`src/sv/iorb_pkg.sv`:
```
// ----------------------------------------------------------------------------
// iorb_pkg
// Shared sizes and types of the in-order release buffer.
// ----------------------------------------------------------------------------
package iorb_pkg;

	localparam int SEQ_W         = 16;
	localparam int PAY_W         = 32;
	localparam int DEPTH_LOG2    = 4;
	localparam int DEPTH         = 1 << DEPTH_LOG2;
	localparam int PAYLOAD_WIDTH = 32;

	typedef logic [SEQ_W-1:0]         seq_t;
	typedef logic [DEPTH_LOG2-1:0]    slot_t;
	typedef logic [PAYLOAD_WIDTH-1:0] store_t;

	typedef enum logic [1:0] {
		S_IDLE,
		S_EVAL,
		S_DRAIN
	} state_t;

endpackage

```
`src/sv/iorb_if.sv`:
```
// ----------------------------------------------------------------------------
// iorb_in_if / iorb_out_if
// Valid/ready channels of the in-order release buffer: completed items in,
// released or rejected words out.
// ----------------------------------------------------------------------------
interface iorb_in_if import iorb_pkg::*; ();
	logic             valid;
	logic             ready;
	logic [SEQ_W-1:0] seq_id;
	logic [PAY_W-1:0] payload;

	modport source (output valid, output seq_id, output payload, input ready);
	modport sink   (input valid, input seq_id, input payload, output ready);
endinterface

interface iorb_out_if import iorb_pkg::*; ();
	logic             valid;
	logic             ready;
	logic [PAY_W-1:0] out_payload;
	logic [SEQ_W-1:0] out_seq_id;
	logic             last_of_run;
	logic             rejected;

	modport source (output valid, output out_payload, output out_seq_id,
		output last_of_run, output rejected, input ready);
	modport sink   (input valid, input out_payload, input out_seq_id,
		input last_of_run, input rejected, output ready);
endinterface

```
`src/sv/in_order_release_buffer.sv`:
```
// ----------------------------------------------------------------------------
// in_order_release_buffer
// Takes completed words tagged with a sequence number in any order and
// releases them strictly in sequence order through a slot memory.
//
//   channel   role   fields
//   item      sink   seq_id, payload
//   result    source out_payload, out_seq_id, last_of_run, rejected
//
// Each word is accepted, then evaluated in S_EVAL, which does the slot check
// and the store or first release. A run then drains one stored word per cycle
// while the result register is free, set by the single read port of the slot memory.
// Reset clears the next-expected counter and the per-slot valid flops at once.
// A stalled result register holds a release, reject or drain; a store and a new
// word taken in idle go on even while a result still waits.
// ----------------------------------------------------------------------------
module in_order_release_buffer
	import iorb_pkg::*;
(
	input  logic              clk,
	input  logic              arst_n,
	iorb_in_if.sink           item,
	iorb_out_if.source        result
);

	state_t           state_q, state_d;
	seq_t             ne_q, ne_d;
	seq_t             seq_q;
	store_t           pay_q;
	logic [DEPTH-1:0] slot_valid_q;
	store_t           slot_mem [DEPTH];
	store_t           rd_data_q;

	logic             out_valid_q;
	logic [PAY_W-1:0] out_payload_q, out_payload_d;
	seq_t             out_seq_q, out_seq_d;
	logic             out_last_q, out_last_d;
	logic             out_rej_q, out_rej_d;
	logic             out_load;
	logic             out_free;

	logic             mem_we;
	logic             valid_set;
	logic             valid_clr;
	seq_t             seq_dist;
	seq_t             ne_inc;
	slot_t            in_slot;
	slot_t            ne_slot;
	logic             nxt_valid;

	assign out_free  = !out_valid_q || result.ready;
	assign seq_dist  = seq_q - ne_q;
	assign ne_inc    = ne_q + SEQ_W'(1);
	assign in_slot   = seq_q[DEPTH_LOG2-1:0];
	assign ne_slot   = ne_q[DEPTH_LOG2-1:0];
	assign nxt_valid = slot_valid_q[ne_inc[DEPTH_LOG2-1:0]];

	always_comb begin
		state_d       = state_q;
		ne_d          = ne_q;
		item.ready    = 1'b0;
		out_load      = 1'b0;
		out_payload_d = PAY_W'(pay_q);
		out_seq_d     = seq_q;
		out_last_d    = 1'b1;
		out_rej_d     = 1'b0;
		mem_we        = 1'b0;
		valid_set     = 1'b0;
		valid_clr     = 1'b0;
		case (state_q)
			S_IDLE: begin
				item.ready = 1'b1;
				if (item.valid) begin
					state_d = S_EVAL;
				end
			end
			S_EVAL: begin
				if (seq_dist == '0) begin
					if (out_free) begin
						out_load   = 1'b1;
						out_last_d = !nxt_valid;
						ne_d       = ne_inc;
						state_d    = nxt_valid ? S_DRAIN : S_IDLE;
					end
				end else if (seq_dist >= SEQ_W'(DEPTH) || slot_valid_q[in_slot]) begin
					if (out_free) begin
						out_load  = 1'b1;
						out_rej_d = 1'b1;
						state_d   = S_IDLE;
					end
				end else begin
					mem_we    = 1'b1;
					valid_set = 1'b1;
					state_d   = S_IDLE;
				end
			end
			S_DRAIN: begin
				// rd_data_q tracks the slot of ne_q
				if (out_free) begin
					out_load      = 1'b1;
					out_payload_d = PAY_W'(rd_data_q);
					out_seq_d     = ne_q;
					out_last_d    = !nxt_valid;
					valid_clr     = 1'b1;
					ne_d          = ne_inc;
					state_d       = nxt_valid ? S_DRAIN : S_IDLE;
				end
			end
			default: begin
				state_d = S_IDLE;
			end
		endcase
	end

	always_ff @(posedge clk or negedge arst_n) begin
		if (!arst_n) begin
			state_q <= S_IDLE;
		end else begin
			state_q <= state_d;
		end
	end

	always_ff @(posedge clk or negedge arst_n) begin
		if (!arst_n) begin
			ne_q         <= '0;
			slot_valid_q <= '0;
		end else begin
			ne_q <= ne_d;
			if (valid_set) begin
				slot_valid_q[in_slot] <= 1'b1;
			end
			if (valid_clr) begin
				slot_valid_q[ne_slot] <= 1'b0;
			end
		end
	end

	always_ff @(posedge clk) begin
		if (item.valid && item.ready) begin
			seq_q <= item.seq_id;
			pay_q <= PAYLOAD_WIDTH'(item.payload);
		end
	end

	// stores never hit the slot of the next-expected word, so no forwarding
	always_ff @(posedge clk) begin
		if (mem_we) begin
			slot_mem[in_slot] <= pay_q;
		end
		rd_data_q <= slot_mem[ne_d[DEPTH_LOG2-1:0]];
	end

	always_ff @(posedge clk or negedge arst_n) begin
		if (!arst_n) begin
			out_valid_q <= 1'b0;
		end else if (out_load) begin
			out_valid_q <= 1'b1;
		end else if (result.ready) begin
			out_valid_q <= 1'b0;
		end
	end

	always_ff @(posedge clk) begin
		if (out_load) begin
			out_payload_q <= out_payload_d;
			out_seq_q     <= out_seq_d;
			out_last_q    <= out_last_d;
			out_rej_q     <= out_rej_d;
		end
	end

	assign result.valid       = out_valid_q;
	assign result.out_payload = out_payload_q;
	assign result.out_seq_id  = out_seq_q;
	assign result.last_of_run = out_last_q;
	assign result.rejected    = out_rej_q;

	a_accept_eval: assert property (@(posedge clk) disable iff (!arst_n)
		(item.valid && item.ready) |=> (state_q == S_EVAL))
		else $error("accepted word not evaluated");

	a_drain_valid: assert property (@(posedge clk) disable iff (!arst_n)
		(state_q == S_DRAIN) |-> slot_valid_q[ne_slot])
		else $error("drain on empty slot");

	a_drain_step: assert property (@(posedge clk) disable iff (!arst_n)
		(state_q == S_DRAIN && out_free) |=> (ne_q == $past(ne_inc)))
		else $error("next-expected did not advance on drain");

	a_rej_last: assert property (@(posedge clk) disable iff (!arst_n)
		(out_load && out_rej_d) |=> (result.valid && result.last_of_run))
		else $error("rejected word not marked last");

endmodule
```
`src/flat_wrapper.sv`:
```
// flat-port wrapper written by rule: the top's interface ports become plain ports
module in_order_release_buffer_flat import iorb_pkg::*;
  (clk, arst_n, item_valid, item_seq_id, item_payload, item_ready, result_valid, result_out_payload, result_out_seq_id, result_last_of_run, result_rejected, result_ready);
  iorb_in_if item_i ();
  iorb_out_if result_i ();
  input  logic clk;
  input  logic arst_n;
  input wire logic [$bits(item_i.valid)-1:0] item_valid;
  input wire logic [$bits(item_i.seq_id)-1:0] item_seq_id;
  input wire logic [$bits(item_i.payload)-1:0] item_payload;
  output wire logic [$bits(item_i.ready)-1:0] item_ready;
  output wire logic [$bits(result_i.valid)-1:0] result_valid;
  output wire logic [$bits(result_i.out_payload)-1:0] result_out_payload;
  output wire logic [$bits(result_i.out_seq_id)-1:0] result_out_seq_id;
  output wire logic [$bits(result_i.last_of_run)-1:0] result_last_of_run;
  output wire logic [$bits(result_i.rejected)-1:0] result_rejected;
  input wire logic [$bits(result_i.ready)-1:0] result_ready;
  assign item_i.valid = item_valid;
  assign item_i.seq_id = item_seq_id;
  assign item_i.payload = item_payload;
  assign item_ready = item_i.ready;
  assign result_valid = result_i.valid;
  assign result_out_payload = result_i.out_payload;
  assign result_out_seq_id = result_i.out_seq_id;
  assign result_last_of_run = result_i.last_of_run;
  assign result_rejected = result_i.rejected;
  assign result_i.ready = result_ready;
  in_order_release_buffer u_core (.clk(clk), .arst_n(arst_n), .item(item_i), .result(result_i));
endmodule
```
`config.mk`:
```
export PLATFORM = sky130hd
export DESIGN_NAME = in_order_release_buffer_flat
export DESIGN_NICKNAME = d
export VERILOG_FILES = /design/src/sv/iorb_pkg.sv /design/src/sv/iorb_if.sv /design/src/sv/in_order_release_buffer.sv /design/src/flat_wrapper.sv
export SDC_FILE = /design/constraint.sdc
export NUM_CORES = 1
export LEC_CHECK = 0
export ABC_AREA = 1
export BUFFER_PORTS_ARGS = -buffer_cell sky130_fd_sc_hd__buf_2
export CAP_MARGIN = 20
export CORE_MARGIN = 4
export CORE_UTILIZATION = 35
export DETAILED_ROUTE_END_ITERATION = 10
export GPL_TIMING_DRIVEN = 0
export HOLD_SLACK_MARGIN = 0.1
export PLACE_DENSITY = 0.47
export SLEW_MARGIN = 15
export SYNTH_ARGS = -nofsm -noshare
export SYNTH_HDL_FRONTEND = slang
export SYNTH_SLANG_ARGS = --single-unit
```
`constraint.sdc`:
```
create_clock -name clk -period 8.6 [get_ports clk]
set_input_delay 0.86 -clock clk [delete_from_list [all_inputs] [get_ports clk]]
set_output_delay 0.86 -clock clk [all_outputs]
set_load 0.1 [all_outputs]
```
---- Word-level counts from Yosys, hierarchy flattened ----
Memories as Yosys holds them, arrays and structs flattened. A register that Yosys moved wholly into a read port is not among the register bits.
Cells that the tools add are included.
storage, ports and cells
  bits in registers ....................... 133
  RAM bits ................................ 512
  output and inout bits ................... 52
  memories ................................ 1
cells by class
  $add $sub $neg .......................... 2
  order comparisons ....................... 6
  equality and inequality tests ........... 5
  multiplexer cells ....................... 40
  bitwise operators ....................... 4
  reductions and logical operators ........ 14
memories
  memory           words  width  rd ports  clocked after Yosys merged registers in  wr ports  RTL line                       RTL
  u_core.slot_mem  16     32     1         1                                        1         in_order_release_buffer.sv:31  store_t slot_mem [DEPTH];
operators with widths
  kind                                                                                   count
  16-bit 2-to-1 mux                                                                      6
  32-bit 2-to-1 mux                                                                      2
  16-bit case mux with 2 select lines                                                    1
  1-bit 2-to-1 mux                                                                       18
  16-bit by 1-bit adder with 16-bit output (second input constant)                       1
  16-bit bitwise AND                                                                     1
  16-bit by 5-bit greater-or-equal comparator with 1-bit output (second input constant)  1
  16-bit zero test                                                                       1
  16-bit NOT                                                                             1
  16-bit OR                                                                              1
  16-bit subtractor                                                                      1
  4-bit by 5-bit < comparator with 1-bit output (second input constant)                  3
  2-bit 2-to-1 mux                                                                       6
  1-bit binary-select mux with 4-bit select                                              2
  1-bit demux with 4-bit select                                                          2
  4-bit by 1-bit greater-or-equal comparator with 1-bit output (second input constant)   2
  2-bit case mux with 3 select lines                                                     1
  4-bit by 2-bit inequality test with 1-bit output (second input constant)               1
  1-bit case mux with 2 select lines                                                     2
  2-bit AND reduction                                                                    2
  2-bit nonzero test                                                                     2
  1-bit logical AND                                                                      3
  2-bit by 1-bit == test with 1-bit output (second input constant)                       1
  2-bit == test (second input constant)                                                  1
  other kinds (7)                                                                        9

---- Depth between registers and ports, before layout ----
  depth in word-level cells ............... 9
  depth in mapped cells ................... 26
  mapped depth without buffers ............ 24

---- Worst setup path after synthesis ----
No wires, ideal clock.
  path type ............................... reg2reg
  from .................................... reg u_core.ne_q[2]
  to ...................................... reg u_core.out_last_q, in the netlist u_core.result.last_of_run, enable pin
  arrival ................................. 4,249 ps
  data required time ...................... 8,125 ps
  path slack .............................. 3,876 ps
  stages on the path, launching flop included .. 15
  period minus slack after synthesis ...... 4,724 ps
  cell sequence ........................... dfrtp_1 -> clkbuf_1 -> inv_1 -> ha_1 -> nand2_1 -> nand2_1 -> a21oi_1 -> nand2_1 -> nand2_1 -> nand3_1 -> nand2_1 -> nor3_1 -> nand4_1 -> o211ai_1 -> a21oi_1
on the way
  cells in the longest elaborated chain, start to end .. 6
  elaborated cells on any way between the ends .. 7
  classes of those cells .................. add/sub: 1; order compare: 1; mux: 3; reduce/logical: 2
RTL lines
  item                                                           RTL line                        RTL
  from (decl)                                                    in_order_release_buffer.sv:27   seq_t ne_q, ne_d;
  from (signal assigned)                                         in_order_release_buffer.sv:128  ne_q <= ne_d;
  16-bit subtractor *                                            in_order_release_buffer.sv:52   assign seq_dist = seq_q - ne_q;
  16-bit by 5-bit greater-or-equal comparator with 1-bit output  in_order_release_buffer.sv:85   end else if (seq_dist >= SEQ_W'(DEPTH) || slot_valid_q[in_slot]) begin
  1-bit logical OR                                               in_order_release_buffer.sv:85
  1-bit 2-to-1 mux                                               in_order_release_buffer.sv:85
  1-bit 2-to-1 mux *                                             in_order_release_buffer.sv:78   if (seq_dist == '0) begin
  1-bit case mux with 2 select lines *                           in_order_release_buffer.sv:70   case (state_q)
  net u_core.out_load                                            in_order_release_buffer.sv:39   logic out_load;
  to (signal assigned)                                           in_order_release_buffer.sv:167  out_last_q <= out_last_d;
  to (decl)                                                      in_order_release_buffer.sv:37   logic out_last_q, out_last_d;
The timed path passes the listed nets; every way through them passes the cells marked *.
A chain may end at the register's enable or synchronous reset.

---- Final worst setup path ----
  from .................................... reg u_core.ne_q[3]
  to ...................................... mem u_core.slot_mem[14][14] in the netlist's numbering, enable pin
on the way
  cells in the longest elaborated chain, start to end .. 8
  elaborated cells on any way between the ends .. 9
  classes of those cells .................. add/sub: 1; order compare: 1; mux: 5; reduce/logical: 2
RTL lines
  item                                                           RTL line                        RTL
  16-bit subtractor *                                            in_order_release_buffer.sv:52
  16-bit by 5-bit greater-or-equal comparator with 1-bit output  in_order_release_buffer.sv:85
  1-bit logical OR                                               in_order_release_buffer.sv:85
  1-bit 2-to-1 mux                                               in_order_release_buffer.sv:85
  1-bit 2-to-1 mux *                                             in_order_release_buffer.sv:78
  1-bit 2-to-1 mux *                                             in_order_release_buffer.sv:70
  1-bit 2-to-1 mux *                                             in_order_release_buffer.sv:147  if (mem_we) begin
  1-bit 2-to-1 mux (implied by the code) *                       in_order_release_buffer.sv:148  slot_mem[in_slot] <= pay_q;
  to (decl)                                                      in_order_release_buffer.sv:31
Mark *: on every way between the ends. The rest lies on a longest branch, timed or not.

==> reports/metrics.yaml <==
worst_setup_path:
  path_common_cell: "nand2_1"
  crit_arrival_ps: 5110
  reg2regPathDepth: 17
  critPathLaunchType: "register"
  cp_slowest_cell: "nor2_4"
  worstPathMaxFanout: 18
  crit_cells: 17
  cp-end-kind: "register"
  path_buf_inv: 2
  r2r_slack_ps: 3820
  cpPeakStageDelay_ps: 800
  path_class: "reg -> reg"
  crit_chain: "clkinv_1, ha_1, nand2_1, nor2_1, nand2_1, nand3_2, nand2_1, nand2_1, nand2_1, nand2_1, nand2_1, nor3_1, nand4_1, nor3_1, nand3_1, nor2_4, buf_12"
  path_delay_family: "simple AND/OR/NAND/NOR gates"
  worstPathRequired_ps: 8930
  reg2reg_to: "u_core.slot_mem[14][14]"
  regToRegStartpoint: "u_core.ne_q[3]"
die:
  die_w_um: 300
  io_pins: 104
  core.rowCount: 106
  die_h_um: 300
  start_util: 0.355
  dieArea_sq_um: 90100
  design.core.area_sq_um: 84100
status:
  status: "finished, final reports clean"
clock_network:
  cts_num_sinks: 677
  clk_pin_slew_ps: 60
  post_cts.repair.setup_buffers: 0
  postCtsHoldBufs: 0
  htree_levels: 3
  cts_tree: "done"
  numCtsBuffers: 78
  clock_path_buffers: 3
  post_cts_resized: 0
  cts-root-buf: "clkbuf_16"
  clock_latency_ps: 630
synthesis:
  ys_types: 42
  synth-edff-count: 610
  avgSynthCellArea_sq_um: 10.6
  syn_area_sq_um: 29900
  ys_warn_count: 0
  synthesis.nets: 2897
  synth_ff_type: "edfxtp_1"
  ys_ff_latch: 677
  async_flop_share: 0.0517
  netlist_instances: 2822
  ys_seq_area_frac: 0.664
power_and_ir_drop:
  p_leak_nw: 14.5
  vdd_drop_max_uv: 205
  power_density_nw_per_um2: 330
  finalPower_w: 0.0116
drt:
  dr.first_iter.drc_count: 1921
  ant_nets: 0
  drc: 0
  routed_wl_um: 91900
  wl_per_cell_um: 21.8
  first_pass_iters: 6
  vias_per_cell: 4.93
  num_vias: 20839
final_layout:
  drive_above_1_share: 0.133
  final_cell_mix: "edfxtp_1, nand3_1, nand2_1, inv_1, buf_2"
  final_area_sq_um: 35200
  utilization: 0.418
  mostFrequentLayoutCell: "edfxtp_1"
  syn_to_final_growth_pct: 17.8
  final_nets: 3101
  antenna_cells: 0
sta:
  hold_viol_final: 0
  worst_slew_pin_slew_ps: 988
  min_period_ps: 4780
  setup_viol: 0
  setup_slack_ps: 3820
  fin_crit_sh: 0.556
  setup_tns_ps: 0
  rsz0062_at_grt: "false"
  maxSlewViolCount: 0
  fmax_ghz: 0.209
  clock_skew_ps: 24.2
  relSlewSlack: 0.341
placed_design:
  dpl_cell_area_sq_um: 32400
  place.gp.congestion: 0.827
  hpwl_um: 62900
  portBuffers: 103
  place_ws_ps: 3920
grt:
  grt_pass1_wl_um: 136000
  antenna_found_initial: 0
  grt.total_usage: 0.203
  grt_pass1_vias: 20965
  grt_max_degree: 36
  overflow: 0
hold_path:
  min_path_type: "in -> async"
job:
  cap_violations: 0
==> metal layers <==
layer  vias to the layer above  global-route usage  routed length [um]
met5                         -                   0                   0
li1                       9912                   -                   -
met2                       641               0.339               43500
met4                         0              0.0649                2850
met1                     10124               0.272               40500
met3                       162              0.0345                5060
==> how the worst max path moves through the flow <==
stage	from	endpoint	slack (ps)
after CTS	u_core.ne_q[3]	u_core.slot_mem[14][27]	3820
after global placement	u_core.ne_q[3]	u_core.result.valid	420
after global routing	u_core.ne_q[3]	u_core.slot_mem[14][24]	3520
after detailed placement	u_core.ne_q[3]	u_core.slot_mem[14][14]	3920
final	u_core.ne_q[3]	u_core.slot_mem[14][14]	3820
after floorplan	u_core.ne_q[2]	u_core.result.last_of_run	3880
==> cell type report <==
| cell class | count | area (sq um) |
|---|---|---|
| Multi-Input combinational cell | 1542 | 7650 |
| Tap cell | 1134 | 1420 |
| Buffer | 147 | 812 |
| Inverter | 456 | 1710 |
| Sequential cell | 677 | 19800 |
| Timing Repair Buffer | 124 | 1010 |
| Clock buffer | 101 | 2160 |
| Clock inverter | 43 | 583 |
| Fill cell | 8070 | 48900 |
==> cell usage after synthesis, types with 2 or more instances <==
cell type / n / share of area
nand3_1: 607 / 0.10
nand2_1: 606 / 0.076
nand2_2: 10 / 0.0021
and2_1: 2 / 0.00042
o21a_1: 2 / 0.00050
a2bb2oi_1: 16 / 0.0047
clkinv_1: 2 / 0.00025
nor3_2: 2 / 0.00067
clkbuf_1: 31 / 0.0039
edfxtp_1: 610 / 0.61
ha_1: 23 / 0.0096
o211ai_1: 7 / 0.0018
o21ai_0: 40 / 0.0067
dfrtp_1: 35 / 0.029
nor3_1: 12 / 0.0020
o21ai_2: 2 / 0.00059
buf_1: 6 / 0.00075
inv_1: 445 / 0.056
o22ai_1: 3 / 0.00063
nor2_2: 2 / 0.00042
dfxtp_1: 32 / 0.021
buf_6: 14 / 0.0053
buf_2: 85 / 0.014
inv_2: 9 / 0.0011
nor2_1: 57 / 0.0072
nand4_1: 9 / 0.0019
nand3b_1: 98 / 0.025
buf_4: 10 / 0.0025
nand2_4: 2 / 0.00075
xnor2_1: 2 / 0.00059
nand3_2: 4 / 0.0013
a21oi_1: 22 / 0.0037
xor2_1: 2 / 0.00059
or2_2: 2 / 0.00042
a22oi_1: 4 / 0.0010
==> flip-flops by register name, indices dropped and copies added, names as in the netlist, 16 cells and up <==
name and flops:
u_core.result.out_payload 32, u_core.slot_valid_q 16, u_core.seq_q 16, u_core.rd_data_q 32
u_core.ne_q 16, u_core.result.out_seq_id 16, u_core.slot_mem 512, u_core.pay_q 32
==> metrics by stage <==
| stage | hold WS [ps] | cells |
|---|---|---|
| 2_1_floorplan | 479 | 2822 |
| 5_1_grt | 370 | 4224 |
| 3_5_place_dp | 492 | 4080 |
| 3_3_place_gp | 493 | 4059 |
| 6_report | 362 | 4224 |
| 4_1_cts | 354 | 4224 |
==> power breakdown <==
part / internal (W) / switching [W]
Sequential: 0.00392 / 0.000177
Combinational: 0.000962 / 0.00299
Clock: 0.00217 / 0.00138
Total: 0.00705 / 0.00455
==> kinds of logic after synthesis <==
family                   Yosys count  share of synthesized area
buffers and inverters            603                     0.0845
AND/OR/NAND/NOR                 1414                      0.220
flip-flops                       677                      0.664
adder cells (fa/ha/maj)           23                    0.00963
AO/OA/AOI/OAI                    101                     0.0209
XOR/XNOR                           4                    0.00117
Note: power is estimated with default switching activity, not from simulation.
